## src/rtl/core/kst_pkg.sv

```systemverilog
`timescale 1ns / 1ps
package kst_pkg;

  localparam int SLOTS       = 16;
  localparam int KEY_BITS    = 16;
  localparam int HANDLE_BITS = 16;
  localparam int IDX_BITS    = (SLOTS > 1) ? $clog2(SLOTS) : 1;
  localparam int CNT_BITS    = $clog2(SLOTS + 1);
  localparam int ACT_BITS    = 5;
  localparam int STAT_BITS   = 2;
  localparam int REQ_BITS    = 2;
  localparam int QDEPTH      = 2;
  localparam int QPTR_BITS   = 1;
  localparam int QCNT_BITS   = 2;

  localparam logic [ACT_BITS-1:0] ACTIVE_RESET = ACT_BITS'(SLOTS);

  localparam logic [STAT_BITS-1:0] STAT_OK   = 2'd0;
  localparam logic [STAT_BITS-1:0] STAT_FULL = 2'd1;
  localparam logic [STAT_BITS-1:0] STAT_MISS = 2'd2;

  typedef enum logic [REQ_BITS-1:0] {
    OP_LOAD   = 2'd0,
    OP_UNLOAD = 2'd1,
    OP_QUERY  = 2'd2,
    OP_SCAN   = 2'd3
  } op_t;

  typedef enum logic {
    S_IDLE = 1'b0,
    S_SCAN = 1'b1
  } state_t;

  typedef struct packed {
    op_t                    op;
    logic [KEY_BITS-1:0]    key;
    logic [HANDLE_BITS-1:0] handle;
  } cmd_t;

  typedef struct packed {
    logic                   valid;
    cmd_t                   cmd;
  } cmd_link_t;

  typedef struct packed {
    logic [STAT_BITS-1:0]   status;
    logic                   found;
    logic [IDX_BITS-1:0]    slot_index;
    logic [KEY_BITS-1:0]    out_key;
    logic [HANDLE_BITS-1:0] out_handle;
    logic                   item_valid;
    logic [CNT_BITS-1:0]    loaded_total;
    logic                   table_full;
    logic                   last;
  } rsp_t;

  typedef struct packed {
    logic                hit;
    logic [IDX_BITS-1:0] idx;
  } pick_t;

  // lowest set bit
  function automatic pick_t pick_low(logic [SLOTS-1:0] m);
    pick_t p;
    p = '0;
    for (int i = SLOTS - 1; i >= 0; i--) begin
      if (m[i]) begin
        p.hit = 1'b1;
        p.idx = IDX_BITS'(i);
      end
    end
    return p;
  endfunction

  // highest set bit
  function automatic pick_t pick_high(logic [SLOTS-1:0] m);
    pick_t p;
    p = '0;
    for (int i = 0; i < SLOTS; i++) begin
      if (m[i]) begin
        p.hit = 1'b1;
        p.idx = IDX_BITS'(i);
      end
    end
    return p;
  endfunction

endpackage

```

## src/rtl/core/kst_if.sv

```systemverilog
`timescale 1ns / 1ps
interface kst_req_if;
  logic                            valid;
  logic                            ready;
  logic [kst_pkg::REQ_BITS-1:0]    req_type;
  logic [kst_pkg::KEY_BITS-1:0]    key;
  logic [kst_pkg::HANDLE_BITS-1:0] handle;

  modport source (output valid, req_type, key, handle, input ready);
  modport sink   (input valid, req_type, key, handle, output ready);
endinterface

interface kst_rsp_if;
  logic                            valid;
  logic                            ready;
  logic [kst_pkg::STAT_BITS-1:0]   status;
  logic                            found;
  logic [kst_pkg::IDX_BITS-1:0]    slot_index;
  logic [kst_pkg::KEY_BITS-1:0]    out_key;
  logic [kst_pkg::HANDLE_BITS-1:0] out_handle;
  logic                            item_valid;
  logic [kst_pkg::CNT_BITS-1:0]    loaded_total;
  logic                            table_full;
  logic                            last;

  modport source (output valid, status, found, slot_index, out_key, out_handle,
                  item_valid, loaded_total, table_full, last, input ready);
  modport sink   (input valid, status, found, slot_index, out_key, out_handle,
                  item_valid, loaded_total, table_full, last, output ready);
endinterface

```

## src/rtl/core/kst_front.sv

```systemverilog
`timescale 1ns / 1ps
module kst_front (
  input  logic               clk,
  input  logic               rst,
  kst_req_if.sink            req,
  output kst_pkg::cmd_link_t link,
  input  logic               pop
);

  kst_pkg::cmd_t                  queue [kst_pkg::QDEPTH];
  logic [kst_pkg::QPTR_BITS-1:0]  wr_ptr;
  logic [kst_pkg::QPTR_BITS-1:0]  rd_ptr;
  logic [kst_pkg::QCNT_BITS-1:0]  fill;
  kst_pkg::cmd_t                  decoded;
  logic                           push;
  logic                           take;

  always_comb begin
    decoded.key    = req.key;
    decoded.handle = req.handle;
    unique case (req.req_type)
      kst_pkg::OP_LOAD:   decoded.op = kst_pkg::OP_LOAD;
      kst_pkg::OP_UNLOAD: decoded.op = kst_pkg::OP_UNLOAD;
      kst_pkg::OP_QUERY:  decoded.op = kst_pkg::OP_QUERY;
      default:            decoded.op = kst_pkg::OP_SCAN;
    endcase
  end

  assign req.ready  = (fill != kst_pkg::QCNT_BITS'(kst_pkg::QDEPTH));
  assign push       = req.valid && req.ready;
  assign link.valid = (fill != '0);
  assign link.cmd   = queue[rd_ptr];
  assign take       = pop && link.valid;

  always_ff @(posedge clk) begin
    if (rst) begin
      wr_ptr <= '0;
      rd_ptr <= '0;
      fill   <= '0;
    end else begin
      if (push) begin
        wr_ptr <= wr_ptr + kst_pkg::QPTR_BITS'(1);
      end
      if (take) begin
        rd_ptr <= rd_ptr + kst_pkg::QPTR_BITS'(1);
      end
      if (push && !take) begin
        fill <= fill + kst_pkg::QCNT_BITS'(1);
      end else if (take && !push) begin
        fill <= fill - kst_pkg::QCNT_BITS'(1);
      end
    end
  end

  always_ff @(posedge clk) begin
    if (push) begin
      queue[wr_ptr] <= decoded;
    end
  end

endmodule

```

## src/rtl/core/kst_back.sv

```systemverilog
`timescale 1ns / 1ps
module kst_back (
  input  logic                         clk,
  input  logic                         rst,
  input  kst_pkg::cmd_link_t           link,
  output logic                         pop,
  input  logic                         cfg_we,
  input  logic [kst_pkg::ACT_BITS-1:0] cfg_wdata,
  kst_rsp_if.source                    rsp
);

  logic [kst_pkg::ACT_BITS-1:0]    active;
  logic [kst_pkg::SLOTS-1:0]       valid;
  logic [kst_pkg::SLOTS-1:0]       valid_next;
  logic [kst_pkg::KEY_BITS-1:0]    slot_key    [kst_pkg::SLOTS];
  logic [kst_pkg::HANDLE_BITS-1:0] slot_handle [kst_pkg::SLOTS];
  logic [kst_pkg::CNT_BITS-1:0]    count;
  logic [kst_pkg::CNT_BITS-1:0]    count_next;
  logic [kst_pkg::CNT_BITS-1:0]    eff;
  logic [kst_pkg::SLOTS-1:0]       act_mask;
  logic [kst_pkg::SLOTS-1:0]       match_mask;
  kst_pkg::pick_t                  free_pick;
  kst_pkg::pick_t                  match_pick;
  kst_pkg::pick_t                  high_pick;
  kst_pkg::state_t                 state;
  kst_pkg::state_t                 state_next;
  logic [kst_pkg::IDX_BITS-1:0]    idx;
  logic [kst_pkg::IDX_BITS-1:0]    idx_next;
  logic [kst_pkg::IDX_BITS-1:0]    last_idx;
  logic [kst_pkg::IDX_BITS-1:0]    last_idx_next;
  logic                            wr_en;
  logic                            emit;
  logic                            can_write;
  logic                            out_valid;
  kst_pkg::rsp_t                   res;
  kst_pkg::rsp_t                   out_reg;
  logic                            scan_done;

  assign eff = (active > kst_pkg::ACT_BITS'(kst_pkg::SLOTS)) ?
               kst_pkg::CNT_BITS'(kst_pkg::SLOTS) : kst_pkg::CNT_BITS'(active);

  always_comb begin
    for (int i = 0; i < kst_pkg::SLOTS; i++) begin
      act_mask[i]   = (kst_pkg::CNT_BITS'(i) < eff);
      match_mask[i] = valid[i] && act_mask[i] && (slot_key[i] == link.cmd.key);
    end
  end

  assign free_pick  = kst_pkg::pick_low(~valid & act_mask);
  assign match_pick = kst_pkg::pick_low(match_mask);
  assign high_pick  = kst_pkg::pick_high(valid & act_mask);
  assign can_write  = !out_valid || rsp.ready;
  assign scan_done  = valid[idx] && can_write && (idx == last_idx);

  // next state
  always_comb begin
    state_next = state;
    unique case (state)
      kst_pkg::S_IDLE: begin
        if (link.valid && can_write && link.cmd.op == kst_pkg::OP_SCAN && high_pick.hit) begin
          state_next = kst_pkg::S_SCAN;
        end
      end
      kst_pkg::S_SCAN: begin
        if (scan_done) begin
          state_next = kst_pkg::S_IDLE;
        end
      end
      default: state_next = kst_pkg::S_IDLE;
    endcase
  end

  // outputs and table updates
  always_comb begin
    pop           = 1'b0;
    emit          = 1'b0;
    wr_en         = 1'b0;
    valid_next    = valid;
    count_next    = count;
    idx_next      = idx;
    last_idx_next = last_idx;
    res           = '0;
    unique case (state)
      kst_pkg::S_IDLE: begin
        if (link.valid && can_write) begin
          pop      = 1'b1;
          emit     = 1'b1;
          res.last = 1'b1;
          unique case (link.cmd.op)
            kst_pkg::OP_LOAD: begin
              if (free_pick.hit) begin
                valid_next[free_pick.idx] = 1'b1;
                wr_en          = 1'b1;
                count_next     = count + kst_pkg::CNT_BITS'(1);
                res.slot_index = free_pick.idx;
              end else begin
                res.status = kst_pkg::STAT_FULL;
              end
            end
            kst_pkg::OP_UNLOAD: begin
              if (match_pick.hit) begin
                valid_next[match_pick.idx] = 1'b0;
                if (count != '0) begin
                  count_next = count - kst_pkg::CNT_BITS'(1);
                end
                res.slot_index = match_pick.idx;
              end else begin
                res.status = kst_pkg::STAT_MISS;
              end
            end
            kst_pkg::OP_QUERY: begin
              res.found = match_pick.hit;
            end
            default: begin
              if (high_pick.hit) begin
                emit          = 1'b0;
                idx_next      = '0;
                last_idx_next = high_pick.idx;
              end
            end
          endcase
        end
      end
      kst_pkg::S_SCAN: begin
        if (valid[idx]) begin
          if (can_write) begin
            emit           = 1'b1;
            res.slot_index = idx;
            res.out_key    = slot_key[idx];
            res.out_handle = slot_handle[idx];
            res.item_valid = 1'b1;
            res.last       = (idx == last_idx);
            if (idx != last_idx) begin
              idx_next = idx + kst_pkg::IDX_BITS'(1);
            end
          end
        end else begin
          idx_next = idx + kst_pkg::IDX_BITS'(1);
        end
      end
      default: ;
    endcase
    res.loaded_total = count_next;
    res.table_full   = (count_next >= eff);
  end

  always_ff @(posedge clk) begin
    if (rst) begin
      state     <= kst_pkg::S_IDLE;
      active    <= kst_pkg::ACTIVE_RESET;
      valid     <= '0;
      count     <= '0;
      out_valid <= 1'b0;
      idx       <= '0;
      last_idx  <= '0;
    end else if (cfg_we) begin
      active <= cfg_wdata;
      valid  <= '0;
      count  <= '0;
    end else begin
      state    <= state_next;
      valid    <= valid_next;
      count    <= count_next;
      idx      <= idx_next;
      last_idx <= last_idx_next;
      if (emit) begin
        out_valid <= 1'b1;
      end else if (rsp.ready) begin
        out_valid <= 1'b0;
      end
    end
  end

  always_ff @(posedge clk) begin
    if (wr_en) begin
      slot_key[free_pick.idx]    <= link.cmd.key;
      slot_handle[free_pick.idx] <= link.cmd.handle;
    end
    if (emit) begin
      out_reg <= res;
    end
  end

  assign rsp.valid        = out_valid;
  assign rsp.status       = out_reg.status;
  assign rsp.found        = out_reg.found;
  assign rsp.slot_index   = out_reg.slot_index;
  assign rsp.out_key      = out_reg.out_key;
  assign rsp.out_handle   = out_reg.out_handle;
  assign rsp.item_valid   = out_reg.item_valid;
  assign rsp.loaded_total = out_reg.loaded_total;
  assign rsp.table_full   = out_reg.table_full;
  assign rsp.last         = out_reg.last;

endmodule

```

## src/rtl/core/keyed_slot_table.sv

```systemverilog
`timescale 1ns / 1ps
// load, unload, query: request held in the front queue, then result registered
// one request per cycle for those while rsp.ready is high and no scan is busy
// scan: a start step, then one beat per loaded slot up to the highest loaded slot
// rst clears all valid marks and the loaded count, active slots returns to 16
// a write of active_slots also clears the table
module keyed_slot_table (
  input  logic                         clk,
  input  logic                         rst,
  kst_req_if.sink                      req,
  kst_rsp_if.source                    rsp,
  input  logic                         cfg_we,
  input  logic [kst_pkg::ACT_BITS-1:0] cfg_wdata
);

  kst_pkg::cmd_link_t link;
  logic               pop;

  kst_front u_front (
    .clk  (clk),
    .rst  (rst),
    .req  (req),
    .link (link),
    .pop  (pop)
  );

  kst_back u_back (
    .clk       (clk),
    .rst       (rst),
    .link      (link),
    .pop       (pop),
    .cfg_we    (cfg_we),
    .cfg_wdata (cfg_wdata),
    .rsp       (rsp)
  );

endmodule
```

## src/flat_wrapper.sv

```systemverilog
// flat-port wrapper written by rule: the top's interface ports become plain ports
module keyed_slot_table_flat 
  (clk, rst, cfg_we, cfg_wdata, req_valid, req_req_type, req_key, req_handle, req_ready, rsp_valid, rsp_status, rsp_found, rsp_slot_index, rsp_out_key, rsp_out_handle, rsp_item_valid, rsp_loaded_total, rsp_table_full, rsp_last, rsp_ready);
  kst_req_if req_i ();
  kst_rsp_if rsp_i ();
  input  logic clk;
  input  logic rst;
  input  logic cfg_we;
  input  logic [kst_pkg::ACT_BITS-1:0] cfg_wdata;
  input wire logic [$bits(req_i.valid)-1:0] req_valid;
  input wire logic [$bits(req_i.req_type)-1:0] req_req_type;
  input wire logic [$bits(req_i.key)-1:0] req_key;
  input wire logic [$bits(req_i.handle)-1:0] req_handle;
  output wire logic [$bits(req_i.ready)-1:0] req_ready;
  output wire logic [$bits(rsp_i.valid)-1:0] rsp_valid;
  output wire logic [$bits(rsp_i.status)-1:0] rsp_status;
  output wire logic [$bits(rsp_i.found)-1:0] rsp_found;
  output wire logic [$bits(rsp_i.slot_index)-1:0] rsp_slot_index;
  output wire logic [$bits(rsp_i.out_key)-1:0] rsp_out_key;
  output wire logic [$bits(rsp_i.out_handle)-1:0] rsp_out_handle;
  output wire logic [$bits(rsp_i.item_valid)-1:0] rsp_item_valid;
  output wire logic [$bits(rsp_i.loaded_total)-1:0] rsp_loaded_total;
  output wire logic [$bits(rsp_i.table_full)-1:0] rsp_table_full;
  output wire logic [$bits(rsp_i.last)-1:0] rsp_last;
  input wire logic [$bits(rsp_i.ready)-1:0] rsp_ready;
  assign req_i.valid = req_valid;
  assign req_i.req_type = req_req_type;
  assign req_i.key = req_key;
  assign req_i.handle = req_handle;
  assign req_ready = req_i.ready;
  assign rsp_valid = rsp_i.valid;
  assign rsp_status = rsp_i.status;
  assign rsp_found = rsp_i.found;
  assign rsp_slot_index = rsp_i.slot_index;
  assign rsp_out_key = rsp_i.out_key;
  assign rsp_out_handle = rsp_i.out_handle;
  assign rsp_item_valid = rsp_i.item_valid;
  assign rsp_loaded_total = rsp_i.loaded_total;
  assign rsp_table_full = rsp_i.table_full;
  assign rsp_last = rsp_i.last;
  assign rsp_i.ready = rsp_ready;
  keyed_slot_table u_core (.clk(clk), .rst(rst), .req(req_i), .rsp(rsp_i), .cfg_we(cfg_we), .cfg_wdata(cfg_wdata));
endmodule
```

## config.mk

```make
export PLATFORM = sky130hd
export DESIGN_NAME = keyed_slot_table_flat
export DESIGN_NICKNAME = d
export VERILOG_FILES = /design/src/rtl/core/kst_pkg.sv /design/src/rtl/core/kst_if.sv /design/src/rtl/core/kst_front.sv /design/src/rtl/core/kst_back.sv /design/src/rtl/core/keyed_slot_table.sv /design/src/flat_wrapper.sv
export SDC_FILE = /design/constraint.sdc
export NUM_CORES = 1
export LEC_CHECK = 0
export BUFFER_PORTS_ARGS = -buffer_cell sky130_fd_sc_hd__buf_2
export CORE_ASPECT_RATIO = 0.7
export CORE_MARGIN = 2
export CORE_UTILIZATION = 50
export DETAILED_ROUTE_END_ITERATION = 8
export PLACE_DENSITY = 0.69
export SKIP_CTS_REPAIR_TIMING = 1
export SLEW_MARGIN = 20
export SYNTH_ARGS = -nofsm -noshare
export SYNTH_HDL_FRONTEND = slang
export SYNTH_SLANG_ARGS = --single-unit
export TNS_END_PERCENT = 20
```

## constraint.sdc

```tcl
create_clock -name clk -period 12.5 [get_ports clk]
set_clock_uncertainty 0.1 [all_clocks]
set_input_delay 3.125 -clock clk [delete_from_list [all_inputs] [get_ports clk]]
set_output_delay 3.125 -clock clk [all_outputs]
set_load 0.01 [all_outputs]
```

**Word level (Yosys, flattened, before mapping)**

Memories as Yosys holds them, arrays and structs flattened. A register that Yosys moved wholly into a read port is not among the register bits.
Index checks and enable logic that the tools add are counted.

- Input port bits: 44
- Bits in writable memories: 580
- Memories: 3
- Word-level logic and storage cells: 272
- Register bits: 87
- Output and inout bits: 49

Memories:

| memory | words | width | read ports | clocked after memory_dff | write ports | line | source |
|---|---|---|---|---|---|---|---|
| u_core.u_back.slot_handle | 16 | 16 | 1 | 1 | 1 | kst_back.sv:16 | `logic [kst_pkg::HANDLE_BITS-1:0] slot_handle [kst_pkg::SLOTS];` |
| u_core.u_back.slot_key | 16 | 16 | 17 | 1 | 1 | kst_back.sv:15 | `logic [kst_pkg::KEY_BITS-1:0] slot_key [kst_pkg::SLOTS];` |
| u_core.u_front.queue | 2 | 34 | 1 | 1 | 1 | kst_front.sv:10 | `kst_pkg::cmd_t queue [kst_pkg::QDEPTH];` |

- Magnitude comparators: 23
- Muxes and demuxes: 114
- Equal/unequal tests: 31
- Bitwise operators: 11
- Add/sub/neg operators: 7
- Reductions and logical operators: 64

Operators with widths:

| cell | number |
|---|---|
| 5-bit 2-to-1 mux | 54 |
| 16-bit == test | 16 |
| 37-bit 2-to-1 mux | 2 |
| 4-bit 2-to-1 mux | 13 |
| 16-bit bitwise AND | 3 |
| 1-bit logical AND | 43 |
| 4-bit by 5-bit < comparator with 1-bit output (first input constant) | 8 |
| 16-bit 2-to-1 mux | 2 |
| 16-bit inverter | 2 |
| 16-bit case mux with 2 select lines | 1 |
| 1-bit 2-to-1 mux | 27 |
| 4-bit case mux with 2 select lines | 3 |
| 3-bit by 5-bit < comparator with 1-bit output (first input constant) | 4 |
| 16-bit OR | 1 |
| 4-bit by 5-bit < comparator with 1-bit output (second input constant) | 3 |
| 2-bit inequality test (second input constant) | 6 |
| 1-bit by 5-bit < comparator with 1-bit output (first input constant) | 2 |
| 2-bit by 5-bit < comparator with 1-bit output (first input constant) | 2 |
| 5-bit case mux with 2 select lines | 1 |
| 5-bit AND reduction | 2 |
| 1-bit demux with 4-bit select | 2 |
| 4-bit by 1-bit greater-or-equal comparator with 1-bit output (second input constant) | 2 |
| 2-bit nonzero test | 4 |
| 2-bit == test (second input constant) | 3 |
| other kinds (28) | 44 |

**Logic depth before layout (Yosys ltp)**

- Depth after elaboration: 29
- Mapped depth: 19

**Hierarchy**

From an unflattened synthesis, not the netlist that was laid out.

- Cells, all modules: 1,837
- Area total of the unflattened synthesis: 30,235.2 µm²

By module, submodules not included:

| module | instances | sequential area each (µm²) | area an instance (µm²) | cells an instance |
|---|---|---|---|---|
| kst_back | 1 | 17,586.9 | 27,560.2 | 1,705 |
| kst_front | 1 | 2,142.1 | 2,675.1 | 132 |

**Worst setup path before layout**

Ideal clock, no wire load.

- Kind: input -> register
- Start: input rsp_ready
- End: memory u_core.u_back.slot_handle[2][0] (netlist bit) (enable)
- Library setup time: 0.505 ns
- Cell stages on the path: 6
- Arrival time: 7.397 ns
- Buffers on the path: 1
- Setup slack: 4.499 ns
- Required time: 11.895 ns
- Cells stage by stage: nor2b_1 > nor3_1 > and2_1 > clkbuf_1 > nand2_1 > nor4_1

- Longest elaborated chain between the ends: 6

RTL lines:

| what | line | source |
|---|---|---|
| start, declared | flat_wrapper.sv:25 | `input wire logic [$bits(rsp_i.ready)-1:0] rsp_ready;` |
| 1-bit logical OR | kst_back.sv:52 | `assign can_write = !out_valid \|\| rsp.ready;` |
| 1-bit logical AND | kst_back.sv:85 | `if (link.valid && can_write) begin` |
| 1-bit 2-to-1 mux | kst_back.sv:85 |  |
| 1-bit 2-to-1 mux | kst_back.sv:83 | `unique case (state)` |
| 1-bit 2-to-1 mux | kst_back.sv:175 | `if (wr_en) begin` |
| 1-bit 2-to-1 mux (implied by the code) | kst_back.sv:177 | `slot_handle[free_pick.idx] <= link.cmd.handle;` |
| end, declared | kst_back.sv:16 |  |

No other way between the ends.

==> impl_metrics.env <==
export IMPL_outcome="complete, no violations"
export IMPL_wl_per_cell_um=31.19
export IMPL_cp_start_kind="flop"
export IMPL_clk_latency_ns=0.61
export IMPL_synth_area_per_cell_um2=16.43
export IMPL_drt_iter0_drc=2390
export IMPL_die_w_um=299.7
export IMPL_grt_remaining_overflow=0
export IMPL_synth_edf_count=627
export IMPL_crit_arrival_ns=6.11
export IMPL_vias_per_cell=6.469
export IMPL_finalCritPeriodShare_pct=46.77
export IMPL_grt_max_degree=53
export IMPL_core_um2=60250
export IMPL_cts_path_max_buffers=3
export IMPL_relSlewSlack_pct=23.84
export IMPL_numCtsBuffers=67
export IMPL_drt_wl_total_um=88990
export IMPL_numPortBuffers=92
export IMPL_finalHoldViolCount=0
export IMPL_antenna_found_initial=1
export IMPL_die_h_um=211.0
export IMPL_start_util_pct=50.81
export IMPL_fill_cells=4620
export IMPL_antenna_left=0
export IMPL_place_hpwl_um=60860
export IMPL_rsz0062_at_grt="false"
export IMPL_holdCritPathClass="reg2reg"
export IMPL_cts_tree="yes"
export IMPL_grt_pass1_wl_um=127400
export IMPL_max_freq_mhz=171.1
export IMPL_tightest_slew_ns=1.142
export IMPL_drt_pass1_iter_count=5
export IMPL_htreeDepth=3
export IMPL_n_antenna_cell=0
export IMPL_fin_crit_ns=5.846
export IMPL_yosysSeqAreaShare_pct=64.45
export IMPL_path_class="reg2reg"
export IMPL_place_gp_congestion=1.013
export IMPL_rows=75
export IMPL_async_flop_share_pct=0
export IMPL_hold_ws_ns=0.4162
export IMPL_nNetsFinal=2046
export IMPL_clkSlewWorstSetupHoldPaths_ns=0.06
export IMPL_clkSinkCount=672
export IMPL_drc=0
export IMPL_p_per_area_nw_per_um2=178.9
export IMPL_syn_nets=1916
export IMPL_crit_required_ns=12.76
export IMPL_tns_ns=0
export IMPL_slew_viol_final=0
export IMPL_grt_pass1_vias=17620
export IMPL_yosys_most_used_dff="edfxtp_1"
export IMPL_io_pin_count=93
export IMPL_maxCapViolations=0
export IMPL_ys_types=82
export IMPL_cts_root_buf="clkbuf_16"
export IMPL_setup_violations=0
export IMPL_drive_gt1_share_pct=24.16
export IMPL_vdd_drop_max_mv=0.09501
export IMPL_synth_seq_cells=672
export IMPL_vias=18460
export IMPL_netlist_area_um2=30610
export IMPL_yosys_warnings=0
export IMPL_total_leakage_power_nw=10.51
export IMPL_crit_fanout=24
export IMPL_area_growth_pct=12.23
export IMPL_endpoint_kind="flop"
export IMPL_syn_inst=1863
export IMPL_fp_dieArea_um2=63250
export IMPL_grt_usage_pct=28.34
-- cells in the mapped netlist (all sizes together), types with 5 or more instances --
cell type	instances	area share, %
a211oi	5	0.12
a21o	5	0.12
a21oi	31	0.54
a31oi	13	0.27
and3	7	0.14
buf	31	0.68
clkbuf	49	0.60
dfxtp	45	2.9
edfxtp	627	62
ha	9	0.37
inv	34	0.42
mux2	18	0.66
mux2i	24	1.4
mux4	164	12
nand2	51	0.63
nand2b	12	0.25
nand3	27	0.44
nand4	26	0.58
nor2	72	0.88
nor2b	43	0.88
nor3	55	0.90
nor3b	5	0.16
nor4	95	2.1
o211ai	5	0.12
o21ai	44	0.72
o22ai	6	0.12
o31ai	5	0.14
or2	6	0.12
or3	11	0.22
or4	11	0.28
xnor2	256	7.3
xor2	10	0.29
-- layer usage --
metal | vias up | wire [µm] | track usage (%)
li1 | 7665 | - | -
met1 | 9600 | 40070 | 45.38
met2 | 1086 | 36290 | 37.63
met3 | 102 | 11310 | 9.349
met4 | 2 | 1307 | 5.207
met5 | - | 10 | 0
-- state kept, by name (all words and copies together) (netlist names), 2 cells and up, named ones only --
register and count:
u_core.u_back.slot_handle 256, u_core.u_back.last_idx 4, u_core.u_back.idx 4, u_core.u_back.rsp.slot_index 4
u_core.u_back.active 5, u_core.u_back.valid 16, u_core.u_front.queue 68, u_core.u_back.rsp.out_key 16
u_core.u_back.rsp.status 2, u_core.u_back.rsp.loaded_total 5, u_core.u_back.count 5, u_core.u_back.rsp.out_handle 16
u_core.u_front.fill 2, u_core.u_back.slot_key 256
-- path summary, 6_finish.rpt --
path	from	end	slack, ns	depth (start not counted)
worst max-delay path	flop	u_core.u_back.rsp.table_full$_DFFE_PP_	6.65	18
worst min-delay path	u_core.u_front.rd_ptr$_SDFFE_PP0P_	flop	0.42	2
worst max register to register	flop	u_core.u_back.rsp.table_full$_DFFE_PP_	6.65	18
worst min register to register	u_core.u_front.rd_ptr$_SDFFE_PP0P_	flop	0.42	2
-- cells in the final DEF, fill, tap and decap left out, drive strengths merged, types with 4 or more instances in the layout --
cell type,instances
edfxtp,627
xnor2,256
mux4,164
buf,141
nor4,95
clkbuf,76
nor2,72
nor3,55
nand2,51
dfxtp,45
o21ai,44
nor2b,43
inv,37
clkinv,35
a21oi,31
nand3,27
nand4,26
mux2i,24
mux2,18
a31oi,13
nand2b,12
or3,11
or4,11
xor2,10
ha,9
and3,7
o22ai,6
bufinv,6
or2,6
a21o,5
o211ai,5
a211oi,5
o31ai,5
nor3b,5
and2,4
o22a,4
a311oi,4
-- report_power, final --
part / switching (mW) / internal (mW)
registers: 0.0669 / 2.76
clock network: 0.864 / 1.15
logic: 0.916 / 0.383
-- kinds of logic after synthesis --
group           share of synthesized area, %
mux                                    14.17
compound gates                         3.601
flops                                  64.45
buf+inv                                1.696
xor+xnor                               7.611
fa+ha+maj                             0.3679
simple gates                           8.102
-- worst max-delay path, cell delays in order (launching register included) --
cell,delay (ns)
dfxtp_4,0.68
buf_4,0.60
mux2i_4,0.98
xnor2_1,0.37
nor4_1,0.34
and3_1,0.20
nand3_1,0.25
nor4b_2,0.26
buf_4,0.19
nand4_4,0.18
mux2i_1,0.30
nor2_1,0.09
ha_1,0.28
nand2b_1,0.14
a21o_1,0.18
a21oi_1,0.13
nor2b_1,0.06
o21ai_0,0.13
nand2b_1,0.06
-- through the flow --
| stage | utilization [%] | std cells | power [mW] | setup slack [ns] | area, µm² |
|---|---|---|---|---|---|
| 2_1_floorplan | - | 1863 | 3.650 | 4.499 | 30610 |
| 3_3_place_gp | 53.40 | 2732 | 4.126 | 6.174 | 32170 |
| 3_5_place_dp | 53.40 | 2732 | 4.133 | 6.279 | 32170 |
| 4_1_cts | 57.01 | 2853 | 6.133 | 6.767 | 34350 |
| 5_1_grt | 57.02 | 2853 | 6.329 | 6.363 | 34350 |
| 6_report | 57.02 | 2853 | 6.144 | 6.654 | 34350 |
-- cell type report --
class | instances | area (µm²) | area share, %
clock buffers | 76 | 1774 | 5.165
clock inverters | 45 | 404.1 | 1.176
inverters | 34 | 127.6 | 0.3715
multi-input cells | 1077 | 10460 | 30.46
flip-flops and latches | 672 | 19740 | 57.47
well taps | 808 | 1011 | 2.943
repair buffers | 141 | 828.3 | 2.411
Power figures use the tool's default switching activity.
